==> src/hw/rtl/bwlp_pkg.sv <==
// shared types and constants for the fourth-order lowpass iir block
// no dependencies; imported by every module of the block
package bwlp_pkg;

  localparam int SAMPLE_W   = 16;
  localparam int GAIN_W     = 29;
  localparam int COEF_W     = 32;
  localparam int HIST_W     = 48;
  localparam int HIST_DEPTH = 4;
  localparam int TAP_W      = HIST_W + 4;   // h0 + 4*h1 + 6*h2 + 4*h3
  localparam int RES_W      = TAP_W + 1;    // taps plus the new word
  localparam int CFG_IDX_W  = 3;
  localparam int CFG_DATA_W = 32;

  localparam int SAMPLE_MAX = 32767;
  localparam int SAMPLE_MIN = -32768;

  // configuration register indexes
  localparam logic [CFG_IDX_W-1:0] CFG_INPUT_GAIN      = 3'd0;
  localparam logic [CFG_IDX_W-1:0] CFG_FEEDBACK_OLDEST = 3'd1;
  localparam logic [CFG_IDX_W-1:0] CFG_FEEDBACK_THIRD  = 3'd2;
  localparam logic [CFG_IDX_W-1:0] CFG_FEEDBACK_SECOND = 3'd3;
  localparam logic [CFG_IDX_W-1:0] CFG_FEEDBACK_NEWEST = 3'd4;

  typedef logic [COEF_W-1:0] coef_t;

  // gain and feedback coefficients, fb[0] acts on the oldest history word
  typedef struct packed {
    logic [GAIN_W-1:0]            gain;
    coef_t [HIST_DEPTH-1:0]       fb;
  } coefs_t;

  // stage 1 to stage 2 payload
  typedef struct packed {
    logic signed [HIST_W-1:0] w;
    logic signed [TAP_W-1:0]  taps;
  } mid_t;

endpackage

==> src/hw/rtl/bwlp_cfg.sv <==
// configuration register file: gain and four feedback coefficients
// depends on bwlp_pkg
module bwlp_cfg
  import bwlp_pkg::*;
(
  input  logic                  clk,
  input  logic                  rst,
  input  logic                  cfg_valid,
  input  logic [CFG_IDX_W-1:0]  cfg_index,
  input  logic [CFG_DATA_W-1:0] cfg_data,
  output coefs_t                coefs
);

  coefs_t coefs_next;

  // index decode, writes beyond the list are dropped
  always_comb begin
    coefs_next = coefs;
    if (cfg_valid) begin
      unique case (cfg_index)
        CFG_INPUT_GAIN:      coefs_next.gain  = cfg_data[GAIN_W-1:0];
        CFG_FEEDBACK_OLDEST: coefs_next.fb[0] = cfg_data[COEF_W-1:0];
        CFG_FEEDBACK_THIRD:  coefs_next.fb[1] = cfg_data[COEF_W-1:0];
        CFG_FEEDBACK_SECOND: coefs_next.fb[2] = cfg_data[COEF_W-1:0];
        CFG_FEEDBACK_NEWEST: coefs_next.fb[3] = cfg_data[COEF_W-1:0];
        default: ;
      endcase
    end
  end

  always_ff @(posedge clk) begin
    if (rst) begin
      coefs <= '0;
    end else begin
      coefs <= coefs_next;
    end
  end

endmodule

==> config.mk <==
export PLATFORM = sky130hd
export DESIGN_NAME = bwlp_cfg
export DESIGN_NICKNAME = d
export VERILOG_FILES = /design/src/hw/rtl/bwlp_pkg.sv /design/src/hw/rtl/bwlp_cfg.sv
export SDC_FILE = /design/constraint.sdc
export NUM_CORES = 1
export LEC_CHECK = 0
export BUFFER_PORTS_ARGS = -buffer_cell sky130_fd_sc_hd__buf_2
export CAP_MARGIN = 20
export CORE_MARGIN = 2
export CORE_UTILIZATION = 30
export DETAILED_ROUTE_END_ITERATION = 8
export GPL_TIMING_DRIVEN = 0
export SYNTH_ARGS = -nofsm -noshare
export SYNTH_HDL_FRONTEND = slang
export SYNTH_SLANG_ARGS = --single-unit
==> constraint.sdc <==
create_clock -name clk -period 1.3 [get_ports clk]
set_input_delay 0.065 -clock clk [delete_from_list [all_inputs] [get_ports clk]]
set_output_delay 0.065 -clock clk [all_outputs]
set_load 0.05 [all_outputs]
# Yosys cells after proc, flatten, opt, wreduce, memory -nomap -nowiden
# Index checks and enable logic that the tools add are counted.
[classes] mux=0 bitwise_logic=0 n_mul=0 magnitude_cmp=0 n_eq_ne=4 n_reduce_logical=6 addsub=0 div=0 shift=0
[ops] op="$reduce_and 2->1" count=5
[ops] op="$eq 3x2->1 const B" count=2
[ops] op="$eq 3x1->1 const B" count=1
[ops] op="$eq 3x3->1 const B" count=1
[ops] op="$logic_not 3->1" count=1
[totals] romBits=0 latchBits=0 ramBits=0 wordCells=15 memories=0 ff_bits=157 output_inout_bits=157 input_bits=38

# Logic depth before layout (Yosys ltp)
# Gate-level depths: netlist of run 1.
[depth] depth_word=2 mapped_depth=5 mapped_depth_nobuf=2

# Least setup slack after synthesis of run 1
# No wires, ideal clock.
[synth_timing] path_kind="input to register" from="input cfg_index[0]" to="register coefs[136] (netlist name)" path_buffers=2 required_ns=1.228 cell_stages=4 slack_ns=0.285 setup_time_ns=0.072 t_arrival_ns=0.943 path_cell_list="nor4b_1 -> buf_2 -> buf_6 -> mux2i_1"
[synth_between] elab_chain_cells=2
[synth_lines] element="from (decl)" line="bwlp_cfg.sv:9" text="input logic [CFG_IDX_W-1:0] cfg_index,"
[synth_lines] element="$logic_not 3->1" line="bwlp_cfg.sv:20" text="unique case (cfg_index)"
[synth_lines] element="$reduce_and 2->1 (no line)"
[synth_lines] element="to (signal assigned)" line="bwlp_cfg.sv:35" text="coefs <= coefs_next;"
[synth_lines] element="to (decl)" line="bwlp_cfg.sv:11" text="output coefs_t coefs"
# Every way passes these cells.
# A chain may end at the register's enable or synchronous reset.

# Worst setup path in the final report of run 1
[layout_timing] from="register coefs[17] (netlist name)" to="output coefs[17] (netlist name)"
# No word-level cell between the ends.

==> results of run 1 <==
-- per-layer routing --
layer | GRT usage, % | up-vias | routed length (um)
met5 | 0 | - | 0
met4 | 4.471 | 0 | 148
met3 | 4.099 | 11 | 809
met2 | 26.26 | 127 | 7950
met1 | 21.77 | 2146 | 8749
li1 | - | 2249 | -
-- Yosys cell counts (all sizes together) --
cell type | instances | area, um^2
and4bb | 1 | 12.51
buf | 19 | 112.6
clkbuf | 20 | 75.07
dfxtp | 157 | 3143
mux2i | 157 | 1572
nand2b | 189 | 1182
nand4b | 1 | 8.760
nand4bb | 3 | 33.78
nor4b | 1 | 8.760
or4b | 1 | 13.76
-- through the flow --
stage          std cells  worst slack [ns]
6_report            1048            0.1774
4_1_cts             1048           0.09705
2_1_floorplan        549            0.2853
5_1_grt             1048          0.008503
3_3_place_gp        1012           -0.3957
3_5_place_dp        1012           -0.3494
-- final cells by class --
cell class | instances | share of cell area (%)
multi-input combinational | 353 | 34.94
timing repair buffer | 197 | 12.42
clock buffer | 19 | 5.590
sequential | 157 | 38.79
buffer | 39 | 2.363
tap | 270 | 4.169
clock inverter | 13 | 1.729
-- path summary, 6_finish.rpt --
kind / start / endpoint / slack [ns] / cells past startpoint
max reg2reg: coefs[93] / coefs[93] / 0.68 / 2
min reg2reg: coefs[145] / coefs[145] / 0.47 / 2
max: coefs[17] / coefs[17] / 0.18 / 1
min: cfg_data[26] / coefs[154] / 0.03 / 3
-- repair_timing --
action                                  4_1_cts  5_1_grt
endpoints found under the hold margin         9        0
gates resized for setup                       0        7
endpoints found under the setup margin        0       20
hold buffers                                  4        0
-- cell families (layout without fill, tap and decap cells) --
kind of cell	after synthesis	after routing
flops	157	157
mux	157	157
simple gates	196	196
buf+inv	39	268
-- report_power, final --
| group | switching, mW | leakage, nW | internal [mW] |
|---|---|---|---|
| Clock | 2.09 | 0.282 | 2.94 |
| Combinational | 0.744 | 2.68 | 0.344 |
| Sequential | 0.0530 | 1.27 | 4.92 |
| Total | 2.89 | 4.23 | 8.20 |
==> flow_metrics.env, run 1 <==
export IMPL_fp_row_count=52
export IMPL_h_tree_depth=4
export IMPL_rsz0062_at_grt="false"
export IMPL_status="completed"
export IMPL_final_hold_viol_count=0
export IMPL_cts_tree="yes"
export IMPL_diodes=0
export IMPL_max_freq_mhz=890.8
export IMPL_coreArea_um2=20170
export IMPL_clkSlewWorstSetupHoldPaths_ns=0.07
export IMPL_ys_warn_count=0
export IMPL_muxShareOfSynthArea_pct=25.50
export IMPL_area_growth_pct=31.49
export IMPL_power_leakage_nw=4.234
export IMPL_grt_pass1_vias=4522
export IMPL_cp_num_buf_inv=1
export IMPL_slowest_stage="dfxtp_1"
export IMPL_drc=0
export IMPL_num_vias=4533
export IMPL_end_kind="primary output"
export IMPL_holdWs_ns=0.02728
export IMPL_synth_top_family_by_area="multiplexers"
export IMPL_place_gp_congestion=0.7004
export IMPL_portBuffers=193
export IMPL_syn_area_per_cell_um2=11.22
export IMPL_clock_path_buffers=2
export IMPL_synth_xor_area_share_pct=0
export IMPL_mostFrequentLayoutCells="buf_2 (208), nand2b_1 (189), mux2i_1 (157), dfxtp_1 (157), clkbuf_16 (17)"
export IMPL_cap_violations=0
export IMPL_place_hpwl_um=12430
export IMPL_dpl_cell_area_um2=7466
export IMPL_crit_chain="buf_2"
export IMPL_syn_num_nets=587
export IMPL_final_core_util_pct=40.17
export IMPL_ant_nets=0
export IMPL_worstMarginPinSlew_ns=0.5838
export IMPL_grt_max_degree=17
export IMPL_antenna_found_initial=0
export IMPL_first_iter_violations=147
export IMPL_drt_first_pass_iters=4
export IMPL_grt_pass1_wl_um=26900
export IMPL_drive_above_1_share_pct=32.01
export IMPL_globalRouteTotalUtil_pct=16.29
export IMPL_min_path_type="in -> reg"
export IMPL_largest_reg_flops=157
export IMPL_powerDensity_nw_per_um2=1369
export IMPL_top_register="coefs"
export IMPL_synthCells=549
export IMPL_crit_path_max_fanout=2
export IMPL_die_y_um=147.3
export IMPL_path_class="reg -> out"
export IMPL_setup_violations=0
export IMPL_wl_per_cell_um=16.85
export IMPL_cts_sinks=157
export IMPL_synth_compound_area_share_pct=0
export IMPL_largestRegisters="coefs (157)"
export IMPL_die_width_um=147.3
export IMPL_root_buffer="clkbuf_16"
export IMPL_gr_total_overflow=0
export IMPL_path_delay_family="flip-flops"
export IMPL_synth_distinct_cells=12
export IMPL_start_util_pct=30.55
export IMPL_fin_skew_ns=0
export IMPL_post_cts_buffers=0
export IMPL_multi_input_area_um2=2831
export IMPL_irDropWorstVdd_v=0.0007751
export IMPL_max_slew_margin_pct=61.08
export IMPL_dieArea_um2=21700
export IMPL_layout_commonest_cell="buf_2"
export IMPL_layout_nets=803
export IMPL_ys_seq_elements=157
export IMPL_finalPower_mw=11.09
export IMPL_synth_adder_area_share_pct=0
export IMPL_cp_data_required_time_ns=1.24
export IMPL_fillers=2024
export IMPL_clk_latency_ns=0.41
export IMPL_routed_via_density=4.325
export IMPL_cts_buffers=17
export IMPL_yosysSeqAreaShare_pct=51.01
export IMPL_start_kind="flop"
export IMPL_period_minus_slack_ns=1.123
export IMPL_fin_tns_setup_ns=0
export IMPL_syn_area_um2=6162
export IMPL_routed_wl_um=17660
export IMPL_critPathArrivalTime_ns=1.06
export IMPL_period_share_pct=86.36
export IMPL_synthSimpleGateAreaFrac_pct=20.45
export IMPL_seq_area_um2=3143
export IMPL_ios=195
export IMPL_slew_viol_final=0
export IMPL_max_stage_delay_ns=0.36
export IMPL_postLayoutCellArea_um2=8103
Power figures use the tool's default switching activity.
==> run 2, diff against run 1 <==
GPL_TIMING_DRIVEN = 1   (was 0)
==> run 2 against run 1 <==
Net effect:
- routed wire length shrank 8.3%
- via count shrank 2.8%
- total power shrank 0.28%
- register-to-register slack is essentially flat
- cell count shrank 1.8%
- sequential share of layout area shrank 0.46 points
- clock-buffer cell count is the same
- worst hold slack lost 0.0047 ns
- largest cell class unchanged
- highest routed layer unchanged
==> flow_metrics.env, run 2 (synthesized netlist as in run 1, its figures left out) <==
export IMPL_final_cells=1029
export IMPL_first_iter_violations=131
export IMPL_crit_chain="buf_2"
export IMPL_seq_area_um2=3143
export IMPL_end_kind="primary output"
export IMPL_max_slew_margin_pct=71.18
export IMPL_area_growth_pct=33.08
export IMPL_cts_sinks=157
export IMPL_setup_violations=0
export IMPL_max_freq_mhz=882.6
export IMPL_crit_path_max_fanout=2
export IMPL_start_util_pct=30.55
export IMPL_root_buffer="clkbuf_16"
export IMPL_fin_tns_setup_ns=0
export IMPL_drt_first_pass_iters=4
export IMPL_start_kind="flop"
export IMPL_grt_pass1_wl_um=25500
export IMPL_finalPower_mw=11.06
export IMPL_mostFrequentLayoutCells="buf_2 (193), nand2b_1 (189), mux2i_1 (157), dfxtp_1 (157), clkbuf_16 (17)"
export IMPL_diodes=0
export IMPL_hold_path_depth=3
export IMPL_dp_worst_setup_slack_ns=0.07297
export IMPL_layout_nets=784
export IMPL_die_width_um=147.3
export IMPL_setup_ws_ns=0.1670
export IMPL_cap_violations=0
export IMPL_period_minus_slack_ns=1.133
export IMPL_rr_worst_depth=2
export IMPL_path_delay_family="flip-flops"
export IMPL_place_hpwl_um=11320
export IMPL_min_path_type="in -> reg"
export IMPL_worstMarginPinSlew_ns=0.4312
export IMPL_dieArea_um2=21700
export IMPL_postLayoutCellArea_um2=8200
export IMPL_place_gp_congestion=0.7065
export IMPL_cts_tree="yes"
export IMPL_path_class="reg -> out"
export IMPL_grt_pass1_vias=4511
export IMPL_power_leakage_nw=4.284
export IMPL_gr_total_overflow=0
export IMPL_critPathArrivalTime_ns=1.07
export IMPL_period_share_pct=87.15
export IMPL_wl_per_cell_um=15.73
export IMPL_post_cts_buffers=0
export IMPL_cp_num_buf_inv=1
export IMPL_slowest_stage="dfxtp_1"
export IMPL_die_y_um=147.3
export IMPL_status="completed"
export IMPL_drc=0
export IMPL_fillers=2009
export IMPL_layout_commonest_cell="buf_2"
export IMPL_ant_nets=0
export IMPL_multi_input_area_um2=2875
export IMPL_ios=195
export IMPL_max_stage_delay_ns=0.37
export IMPL_top_register="coefs"
export IMPL_cp_data_required_time_ns=1.24
export IMPL_drive_above_1_share_pct=33.20
export IMPL_powerDensity_nw_per_um2=1349
export IMPL_num_vias=4406
export IMPL_routed_via_density=4.282
export IMPL_fp_row_count=52
export IMPL_portBuffers=194
export IMPL_largestRegisters="coefs (157)"
export IMPL_irDropWorstVdd_v=0.0008031
export IMPL_antenna_found_initial=0
export IMPL_fin_skew_ns=0
export IMPL_clkSlewWorstSetupHoldPaths_ns=0.06
export IMPL_cts_buffers=17
export IMPL_clock_path_buffers=2
export IMPL_largest_reg_flops=157
export IMPL_grt_max_degree=51
export IMPL_cp_num_cells=1
export IMPL_routed_wl_um=16190
export IMPL_h_tree_depth=4
export IMPL_post_place_cells=994
export IMPL_dpl_cell_area_um2=7580
export IMPL_slew_viol_final=0
export IMPL_rsz0062_at_grt="false"
export IMPL_clk_latency_ns=0.41
export IMPL_final_hold_viol_count=0
export IMPL_globalRouteTotalUtil_pct=15.15
export IMPL_coreArea_um2=20170
## run 2: stage by stage
stage,util [%],hold slack (ns)
2_1_floorplan,-,0.2858
3_3_place_gp,37.58,0.4241
3_5_place_dp,37.58,0.4203
4_1_cts,40.66,0.0007034
5_1_grt,40.66,0.01802
6_report,40.66,0.02260
## run 2: layer usage
| layer | wire length, um | global-route usage [%] | part of all wire (%) |
|---|---|---|---|
| met1 | 7691 | 20.09 | 48 |
| met2 | 7412 | 24.04 | 46 |
| met3 | 935 | 4.627 | 5.8 |
| met4 | 148 | 4.038 | 0.91 |
| met5 | 0 | 0 | 0 |
## run 2: repair_timing
item	4_1_cts	5_1_grt
gates resized for setup	0	0
hold buffers	3	0
hold endpoints to repair	8	0
## run 2: final cells by class
cell class              instances  share of cell area (%)
clock buffers                  19                   5.523
flip-flops and latches        157                   38.33
multi-input cells             353                   35.06
well taps                     270                   4.120
clock inverters                13                   1.678
repair buffers                217                   15.29
## run 2: final timing paths
check | startpoint | end | slack [ns]
setup / recovery | coefs[141] | coefs[141] | 0.17
hold / removal | cfg_data[29] | coefs[61] | 0.02
setup reg to reg | coefs[141] | coefs[141] | 0.67
hold reg to reg | coefs[29] | coefs[29] | 0.47
## run 2: where the power goes
group          switching (mW)  internal [mW]  total (mW)
sequential             0.0535           4.92        4.97
combinational           0.722          0.374        1.10
clock                    2.05           2.94        4.99
total                    2.83           8.23        11.1
