$ cat src/hw/rtl/bwlp_pkg.sv
// shared types and constants for the fourth-order lowpass iir block
// no dependencies; imported by every module of the block
package bwlp_pkg;

  localparam int SAMPLE_W   = 16;
  localparam int GAIN_W     = 29;
  localparam int COEF_W     = 32;
  localparam int HIST_W     = 48;
  localparam int HIST_DEPTH = 4;
  localparam int TAP_W      = HIST_W + 4;   // h0 + 4*h1 + 6*h2 + 4*h3
  localparam int RES_W      = TAP_W + 1;    // taps plus the new word
  localparam int CFG_IDX_W  = 3;
  localparam int CFG_DATA_W = 32;

  localparam int SAMPLE_MAX = 32767;
  localparam int SAMPLE_MIN = -32768;

  // configuration register indexes
  localparam logic [CFG_IDX_W-1:0] CFG_INPUT_GAIN      = 3'd0;
  localparam logic [CFG_IDX_W-1:0] CFG_FEEDBACK_OLDEST = 3'd1;
  localparam logic [CFG_IDX_W-1:0] CFG_FEEDBACK_THIRD  = 3'd2;
  localparam logic [CFG_IDX_W-1:0] CFG_FEEDBACK_SECOND = 3'd3;
  localparam logic [CFG_IDX_W-1:0] CFG_FEEDBACK_NEWEST = 3'd4;

  typedef logic [COEF_W-1:0] coef_t;

  // gain and feedback coefficients, fb[0] acts on the oldest history word
  typedef struct packed {
    logic [GAIN_W-1:0]            gain;
    coef_t [HIST_DEPTH-1:0]       fb;
  } coefs_t;

  // stage 1 to stage 2 payload
  typedef struct packed {
    logic signed [HIST_W-1:0] w;
    logic signed [TAP_W-1:0]  taps;
  } mid_t;

endpackage

$ cat src/hw/rtl/bwlp_round.sv
// output section: final sum, round half to even, clamp to int16, result register
// depends on bwlp_pkg
module bwlp_round
  import bwlp_pkg::*;
#(
  parameter int STATE_FRAC_BITS = 24
) (
  input  logic                       clk,
  input  logic                       load,
  input  mid_t                       mid,
  output logic signed [SAMPLE_W-1:0] filtered
);

  localparam logic signed [RES_W-1:0] OUT_MAX = RES_W'(SAMPLE_MAX);
  localparam logic signed [RES_W-1:0] OUT_MIN = RES_W'(SAMPLE_MIN);

  logic signed [RES_W-1:0] res;
  logic signed [RES_W-1:0] q;
  logic signed [RES_W-1:0] q_rnd;
  logic                    round_up;
  logic signed [SAMPLE_W-1:0] sat;

  assign res = RES_W'(mid.w) + RES_W'(mid.taps);
  assign q   = res >>> STATE_FRAC_BITS;

  // above half rounds up, exactly half rounds to the even neighbor
  assign round_up = res[STATE_FRAC_BITS-1]
                  && ((|res[STATE_FRAC_BITS-2:0]) || q[0]);
  assign q_rnd    = q + RES_W'(round_up);

  always_comb begin
    if (q_rnd > OUT_MAX) begin
      sat = OUT_MAX[SAMPLE_W-1:0];
    end else if (q_rnd < OUT_MIN) begin
      sat = OUT_MIN[SAMPLE_W-1:0];
    end else begin
      sat = q_rnd[SAMPLE_W-1:0];
    end
  end

  always_ff @(posedge clk) begin
    if (load) begin
      filtered <= sat;
    end
  end

endmodule

$ cat config.mk
export PLATFORM = sky130hd
export DESIGN_NAME = bwlp_round
export DESIGN_NICKNAME = d
export VERILOG_FILES = /design/src/hw/rtl/bwlp_pkg.sv /design/src/hw/rtl/bwlp_round.sv
export SDC_FILE = /design/constraint.sdc
export NUM_CORES = 1
export LEC_CHECK = 0
export BUFFER_PORTS_ARGS = -buffer_cell sky130_fd_sc_hd__buf_2
export CORE_MARGIN = 4
export CORE_UTILIZATION = 45
export CTS_CLUSTER_DIAMETER = 60
export DETAILED_ROUTE_END_ITERATION = 8
export GPL_ROUTABILITY_DRIVEN = 0
export MAX_ROUTING_LAYER = met4
export PLACE_DENSITY = 0.65
export SKIP_LAST_GASP = 1
export SLEW_MARGIN = 5
export SYNTH_ARGS = -nofsm -noshare
export SYNTH_HDL_FRONTEND = slang
export SYNTH_SLANG_ARGS = --single-unit
$ cat constraint.sdc
create_clock -name clk -period 6.75 [get_ports clk]
set_input_delay 0.3375 -clock clk [delete_from_list [all_inputs] [get_ports clk]]
set_output_delay 0.3375 -clock clk [all_outputs]
set_load 0.01 [all_outputs]
# Word-level counts from Yosys, hierarchy flattened
# Index checks and enable logic that the tools add are counted.
[totals]
reg_bits = 16
elab_cells = 9
[classes]
muxes = 1
magnitude_cmp = 2
n_addsub = 2
n_reduce_logical = 3
[op_table]
columns = ["cell", "count"]
rows = [
  ["$add 48x52->53", 1],
  ["$add 29x2->30", 1],
  ["$gt 30x16->1 const B", 1],
  ["$lt 30x16->1 const B", 1],
  ["$reduce_or 23->1", 1],
  ["$mux 16", 1],
  ["$logic_and 1x1->1", 1],
  ["$logic_or 1x1->1", 1],
]

# Longest topological paths before layout
# Gate-level depths: netlist of the first run.
[logic_depth]
ltp_word = 7
ltp_mapped = 21
mapped_depth_nobuf = 19

# Least setup slack after synthesis of the first run
# Ideal clock, no wire load.
[synth_path]
path_kind = "input-to-reg"
from = "in mid[0] (netlist name)"
to = "reg filtered[12], data pin"
arrival_time_ps = 4320
setup_slack_ps = 2157
path_stages = 21
required_ps = 6478
setup_time_ps = 272
cell_sequence = "ha_1 -> inv_1 -> fa_1 -> nand2b_1 -> a21oi_1 -> or3b_1 -> a21o_1 -> o21ai_1 -> a21boi_0 -> nand2b_1 -> nor2_1 -> ha_1 -> nand3_1 -> or3_1 -> buf_2 -> nor4_2 -> xnor2_1 -> nand4_1 -> o41ai_4 -> buf_6 -> a21oi_1"
[synth_between]
elab_chain_cells = 7
word_cells_on_any_way = 8
[synth_rtl]
columns = ["element", "line", "rtl"]
rows = [
  ["start, declared", "bwlp_round.sv:10", "input mid_t mid,"],
  ["$add 48x52->53 *", "bwlp_round.sv:23", "assign res = RES_W'(mid.w) + RES_W'(mid.taps);"],
  ["$reduce_or 23->1", "bwlp_round.sv:28", "&& ((|res[STATE_FRAC_BITS-2:0]) || q[0]);"],
  ["$logic_or 1x1->1", "bwlp_round.sv:28", ""],
  ["$logic_and 1x1->1", "bwlp_round.sv:28", ""],
  ["$add 29x2->30 *", "bwlp_round.sv:29", "assign q_rnd = q + RES_W'(round_up);"],
  ["$lt 30x16->1", "bwlp_round.sv:34", "end else if (q_rnd < OUT_MIN) begin"],
  ["$mux 16", "bwlp_round.sv:34", ""],
  ["end signal, assigned", "bwlp_round.sv:43", "filtered <= sat;"],
  ["end, declared", "bwlp_round.sv:11", "output logic signed [SAMPLE_W-1:0] filtered"],
]
# Mark *: on every way between the ends. The rest lies on a longest branch, timed or not.
# A chain may end at the register's enable or synchronous reset.

# Worst setup path after layout of the first run
[layout_path]
from = "in mid[0] (netlist name)"
to = "reg filtered[1], data pin"
# Same word-level chain as after synthesis.

==> results of run 1 <==
## per-stage QoR
| step | util, % | hold WS [ns] | power (mW) | setup WS [ns] | std cells |
|---|---|---|---|---|---|
| after floorplan | - | 0.450 | 0.566 | 2.16 | 717 |
| final | 52.0 | 0.517 | 0.836 | 1.35 | 950 |
| after CTS | 52.0 | 0.524 | 0.829 | 1.40 | 950 |
| after detailed placement | 51.3 | 0.749 | 0.713 | 1.15 | 946 |
| after global routing | 52.0 | 0.540 | 0.903 | 0.934 | 950 |
| after global placement | 51.3 | 0.750 | 0.704 | 1.30 | 946 |
## cells by family after synthesis
logic type	count (synthesis)
adder cells (fa/ha/maj)	54
flip-flops	16
multiplexers	5
XOR/XNOR	59
AND/OR/NAND/NOR	300
buffers and inverters	48
AO/OA/AOI/OAI	235
## critical path: stages
cell and delay (ns):
buf_2 0.08, ha_1 0.15, inv_1 0.05, fa_1 0.38, nand2b_1 0.19, a21oi_1 0.31
or3b_1 0.17, a21o_1 0.29, o211ai_2 0.16, and3_1 0.22, a311oi_2 0.47, nand3_2 0.28
nor4b_4 0.46, and4b_1 0.30, nand3_1 0.09, a22o_1 0.29, o41ai_4 0.90, a21oi_1 0.20
## cells in the final DEF, fill, tap and decap left out, drive strengths merged, types with 8 or more instances in the layout
master / synthesis / final
a21o: 21 / 21
a21oi: 85 / 85
and3: 11 / 11
and4: 8 / 8
buf: 20 / 118
edfxtp: 16 / 16
ha: 53 / 53
inv: 16 / 16
nand2: 79 / 79
nand2b: 10 / 10
nand3: 15 / 15
nand4: 25 / 25
nor2: 57 / 57
nor2b: 9 / 9
nor3: 32 / 32
nor4: 15 / 15
o211ai: 9 / 9
o21ai: 53 / 53
or3: 8 / 8
xnor2: 43 / 43
xor2: 16 / 16
## synthesized netlist by cell type, types with 4 or more instances
cell type and number:
and2_1 6, and4_1 8, buf_4 5, or3_1 8, o21a_1 4, nor4_2 4
nor4_1 11, a211oi_1 4, nand2b_1 10, nor2b_1 9, clkbuf_1 12, xnor2_1 41
a21oi_2 11, edfxtp_1 16, a21o_1 21, o31ai_1 4, mux2i_1 4, buf_2 14
nand4_1 24, nand2_1 77, o211a_1 5, nor3_1 29, o21ai_0 42, ha_1 53
or2_2 4, nand3_1 14, xor2_1 16, o21ai_1 11, a22oi_1 5, o211ai_1 6
a21oi_1 74, inv_1 16, and3_1 11, a31oi_1 6, nor2_1 54
## layer usage
metal  vias to the layer above  wire length [µm]  track usage [%]
met2                       283              6770             35.3
met4                         0               365             5.41
met5                         -                 0                -
met3                        38              1220             1.57
met1                      2686              7220             32.4
li1                       2893                 -                -
## how the worst max path moves through the flow
stage                start                          to  slack, ns  cells past startpoint
CTS                 mid[0]   filtered[1]$_SDFFCE_PN1P_       1.40                     20
floorplan           mid[0]  filtered[12]$_SDFFCE_PN1P_       2.16                     21
detailed placement  mid[0]   filtered[1]$_SDFFCE_PN1P_       1.15                     20
global route        mid[0]   filtered[1]$_SDFFCE_PN1P_       0.93                     20
finish              mid[0]   filtered[1]$_SDFFCE_PN1P_       1.35                     18
global placement    mid[0]   filtered[8]$_SDFFCE_PN1P_       1.30                     18
## area by class of cell
class | instances | area, µm²
clock buffer | 3 | 75.1
timing repair buffer | 118 | 593
multi-input combinational | 653 | 4520
clock inverter | 1 | 3.75
inverter | 16 | 60.1
tap | 143 | 179
fill | 1171 | 5460
sequential | 16 | 480
## power breakdown
part           internal (mW)  switching (mW)  total [mW]
Combinational          0.226           0.362       0.588
Clock                 0.0784          0.0354       0.114
Sequential             0.131         0.00351       0.135
Total                  0.436           0.400       0.836
==> summary.txt, run 1 <==
Placement
  • Post-DP Area: 5830 µm²
  • Port bufs: 117
  • Dpl hpwl: 13.3 mm

Run status
  • Status: finished, final reports clean

Synthesis
  • Ys async rst share: 0%
  • Top FF cell, synth: edfxtp_1
  • Synth area leader: ha_1
  • Number of synthesized flops with an enable pin: 16
  • Gate Count Post-Synth: 717
  • Yosys warnings: 0
  • Mapped cell area: 5220 µm²
  • Post-synthesis xor/xnor area fraction: 10.2%
  • Share of the synthesized area in the top cell type: 12.7%
  • Simple-Gate Fraction of Synth Area: 31.1%
  • Post-synthesis mux area share: 0.982%
  • Synth Net Count: 873
  • Yosys reg bits: 16
  • Synth cell types: 87
  • Post-Synth Adder-Cell Area: 13.1%
  • Register area share after synthesis: 9.20%
  • Main combinational cell family by area after synthesis: simple AND/OR/NAND/NOR gates
  • Mean Syn Cell Area: 7.28 µm²
  • Synth Area in Compound Gates: 31.1%
  • Area contributors post-synth: ha_1 (13%), edfxtp_1 (9.2%), a21oi_1 (7.1%)

Global routing
  • Pin count of the biggest net entering global routing: 17
  • Tot GR Track Use: 22.8%
  • First-pass GRT wire length: 25.1 mm
  • Total gr overflow: 0
  • Initial antenna violation count: 0
  • Number of global-route vias before repair: 5322

Timing
  • F_max: 0.185 GHz
  • Slew margin rel.: 36.7%
  • Tmin final: 5.40 ns
  • Final setup vio count: 0
  • Sum Neg Setup Slack: 0 ns
  • Final period util: 80.0%
  • RSZ-0062 raised after global routing: no
  • Max Transition Viols Final: 0
  • Final Hold Fails: 0
  • Pin slew with the least headroom to its limit: 0.947 ns

Clock network
  • Clock root cell: clkbuf_16
  • CTS tree: yes
  • Hold_buf cts: 0
  • Post-CTS Resized: 0
  • Clk sinks: 16
  • Number of buffers created by CTS: 3
  • CTS max path bufs: 2
  • CTS HTree Levels: 1
  • Postcts setup bufs: 0
  • Clk pin slew, worst setup/hold paths: 0.05 ns

Power and ir drop
  • Max IR drop VDD: 0.157 mV
  • Cell area power density: 142 nW/µm²
  • Leakage: 2.49 nW

Cells and area
  • Biggest register: filtered
  • Biggest regs: filtered (16)
  • Layout cells sized above 1: 21.3%
  • Max reg flops: 16
  • # diodes: 0
  • Final instance area: 5910 µm²
  • Synth-to-layout area growth: 13.2%
  • Nets: 964

Routing
  • Final WL: 15.6 mm
  • Routed len/inst: 16.4 µm
  • Post-DR vias/cell: 6.21
  • Final ANT Viol Nets: 0
  • Total number of vias: 5900
  • DRC viols: 0
  • Router iterations before antenna repair: 5
  • DR iter-0 viols: 475

Min path
  • Endpoint of the worst hold-timing path: filtered[1]$_SDFFCE_PN1P_
  • Min-Delay Path Depth: 1
  • HP Class: in2reg
  • Worst Hold Launch: load

Die
  • Row count: 39
  • Initial Utilization: 45.9%
  • CORE AREA: 11400 µm²
  • Die X: 116 µm
  • I/O Pins: 118
  • Die Y: 116 µm
  • Full die area: 13400 µm²

Critical path
  • WP data required: 6.71 ns
  • Kind of end point of the critical path: flop
  • Crit path DAT: 5.35 ns
  • Worst setup SP type: input port
  • Critical Path Fanout Max: 15
  • Crit Path Class: in2reg

Run
  • Max-Cap Viols: 0
Note: power is estimated with default switching activity, not from simulation.
==> run 2, diff against run 1 <==
==> constraint.sdc (replaced) <==
create_clock -name clk -period 5.05 [get_ports clk]
set_input_delay 0.2525 -clock clk [delete_from_list [all_inputs] [get_ports clk]]
set_output_delay 0.2525 -clock clk [all_outputs]
set_load 0.01 [all_outputs]
==> run 2 against run 1 <==
Flip-flop and latch count stayed put. Via count is 0.51% lower. First-iteration DRC count is 5.5% lower. Sequential power up 33%. Global-route usage fell by 0.15 points. Combinational power increased by 35%. Power is 34% higher.
==> summary.txt, run 2 (same netlist as run 1, synthesis figures left out) <==
Power and ir drop
  • Cell area power density: 187 nW/µm²
  • Max IR drop VDD: 0.280 mV
  • Clock group share of total power: 13.3%
  • Leakage: 2.54 nW
  • Switching Share: 47.2%
  • Sw Pwr: 530 µW
  • Comb power frac: 70.7%
  • Sequential share of power: 16.0%
  • Internal power of the cells: 593 µW

Global routing
  • Tot GR Track Use: 22.6%
  • Initial antenna violation count: 0
  • Pin count of the biggest net entering global routing: 17
  • Total gr overflow: 0
  • First-pass GRT wire length: 24.8 mm
  • Number of global-route vias before repair: 5460

Timing
  • F_max: 0.213 GHz
  • Final setup vio count: 0
  • Post-route worst setup slack: 0.361 ns
  • Tmin final: 4.69 ns
  • Slew margin rel.: 45.2%
  • Final Hold Fails: 0
  • Max Transition Viols Final: 0
  • Sum Neg Setup Slack: 0 ns
  • RSZ-0062 raised after global routing: no
  • Final period util: 92.9%
  • Pin slew with the least headroom to its limit: 0.816 ns

Cells and area
  • Final instance area: 6000 µm²
  • Most common cell after layout, fill and taps aside: buf_2
  • # diodes: 0
  • Nets: 974
  • Synth-to-layout area growth: 14.8%
  • Most frequent cells in the layout: buf_2 (117), nand2_1 (77), a21oi_1 (74)
  • Fin util: 52.7%
  • Biggest register: filtered
  • Max reg flops: 16
  • Layout cells sized above 1: 22.3%
  • Biggest regs: filtered (16)

Die
  • Die X: 116 µm
  • CORE AREA: 11400 µm²
  • Initial Utilization: 45.9%
  • Die Y: 116 µm
  • Full die area: 13400 µm²
  • Row count: 39
  • I/O Pins: 118

Clock network
  • Number of buffers created by CTS: 3
  • Clk sinks: 16
  • CTS max path bufs: 2
  • CTS tree: yes
  • Post-CTS Resized: 0
  • CTS HTree Levels: 1
  • Postcts setup bufs: 0
  • Clk pin slew, worst setup/hold paths: 0.05 ns
  • Hold_buf cts: 0
  • Clock root cell: clkbuf_16

Critical path
  • Kind of end point of the critical path: flop
  • WP data required: 5.04 ns
  • Crit Path Class: in2reg
  • Crit path DAT: 4.67 ns
  • Critical Path Fanout Max: 15
  • Worst setup SP type: input port

Routing
  • Total number of vias: 5870
  • Post-DR vias/cell: 6.11
  • Final ANT Viol Nets: 0
  • Router iterations before antenna repair: 6
  • Final WL: 15.4 mm
  • DR iter-0 viols: 449
  • Routed len/inst: 16.1 µm
  • DRC viols: 0

Run status
  • Status: finished, final reports clean

Placement
  • Worst slack, placed: 0.136 ns
  • Port bufs: 117
  • Post-DP Area: 5920 µm²
  • Dpl hpwl: 13.3 mm

Min path
  • HP Class: in2reg

Run
  • Max-Cap Viols: 0
run 2: cell count changes in the layout (fill, tap and decap cells not counted), sizes merged:
| cell | delta |
|---|---|
| buf | +10 |
run 2: path summary, 6_finish.rpt:
kind | startpoint | end | slack, ns | cells past startpoint
worst max-delay path | mid[0] | filtered[13]$_SDFFCE_PN1P_ | 0.36 | 19
worst min-delay path | load | filtered[3]$_SDFFCE_PN1P_ | 0.43 | 1
run 2: area by class of cell:
| class | instances | area [µm²] |
|---|---|---|
| sequential | 16 | 480 |
| fill | 1130 | 5370 |
| multi-input combinational | 653 | 4520 |
| tap | 143 | 179 |
| clock inverter | 1 | 3.75 |
| inverter | 16 | 60.1 |
| clock buffer | 3 | 75.1 |
| timing repair buffer | 128 | 681 |
run 2: power by group through the flow:
stage	Clock [mW]	Sequential [mW]	Combinational [mW]
finish	0.149	0.180	0.794
global route	0.159	0.182	0.875
CTS	0.152	0.181	0.785
detailed placement	0	0.183	0.781
global placement	0	0.182	0.768
floorplan	0	0.195	0.561
run 2: through the flow:
step,std cells,hold slack [ns],power (mW)
after floorplan,717,0.365,0.756
after global placement,956,0.664,0.950
after detailed placement,956,0.667,0.964
after CTS,960,0.433,1.12
after global routing,960,0.440,1.22
final,960,0.431,1.12
run 2: worst max-delay path, stage by stage:
cell and delay, ns:
buf_2 0.08, ha_1 0.16, inv_1 0.05, fa_1 0.38, nand2b_1 0.19, a21oi_1 0.36
or3b_1 0.19, a21o_1 0.27, o211ai_2 0.17, and3_1 0.23, a311oi_2 0.43, nand3_2 0.27
nor4b_4 0.34, and4b_1 0.27, nand3_1 0.08, a22o_1 0.28, o41ai_4 0.41, buf_12 0.19
a21oi_1 0.08
run 2: layer usage:
layer,track usage [%],up-vias,part of all wire (%)
met1,31.8,2640,46
met2,35.5,252,44
met5,-,-,0
li1,-,2939,-
met3,1.88,39,7.8
met4,5.10,0,2.2
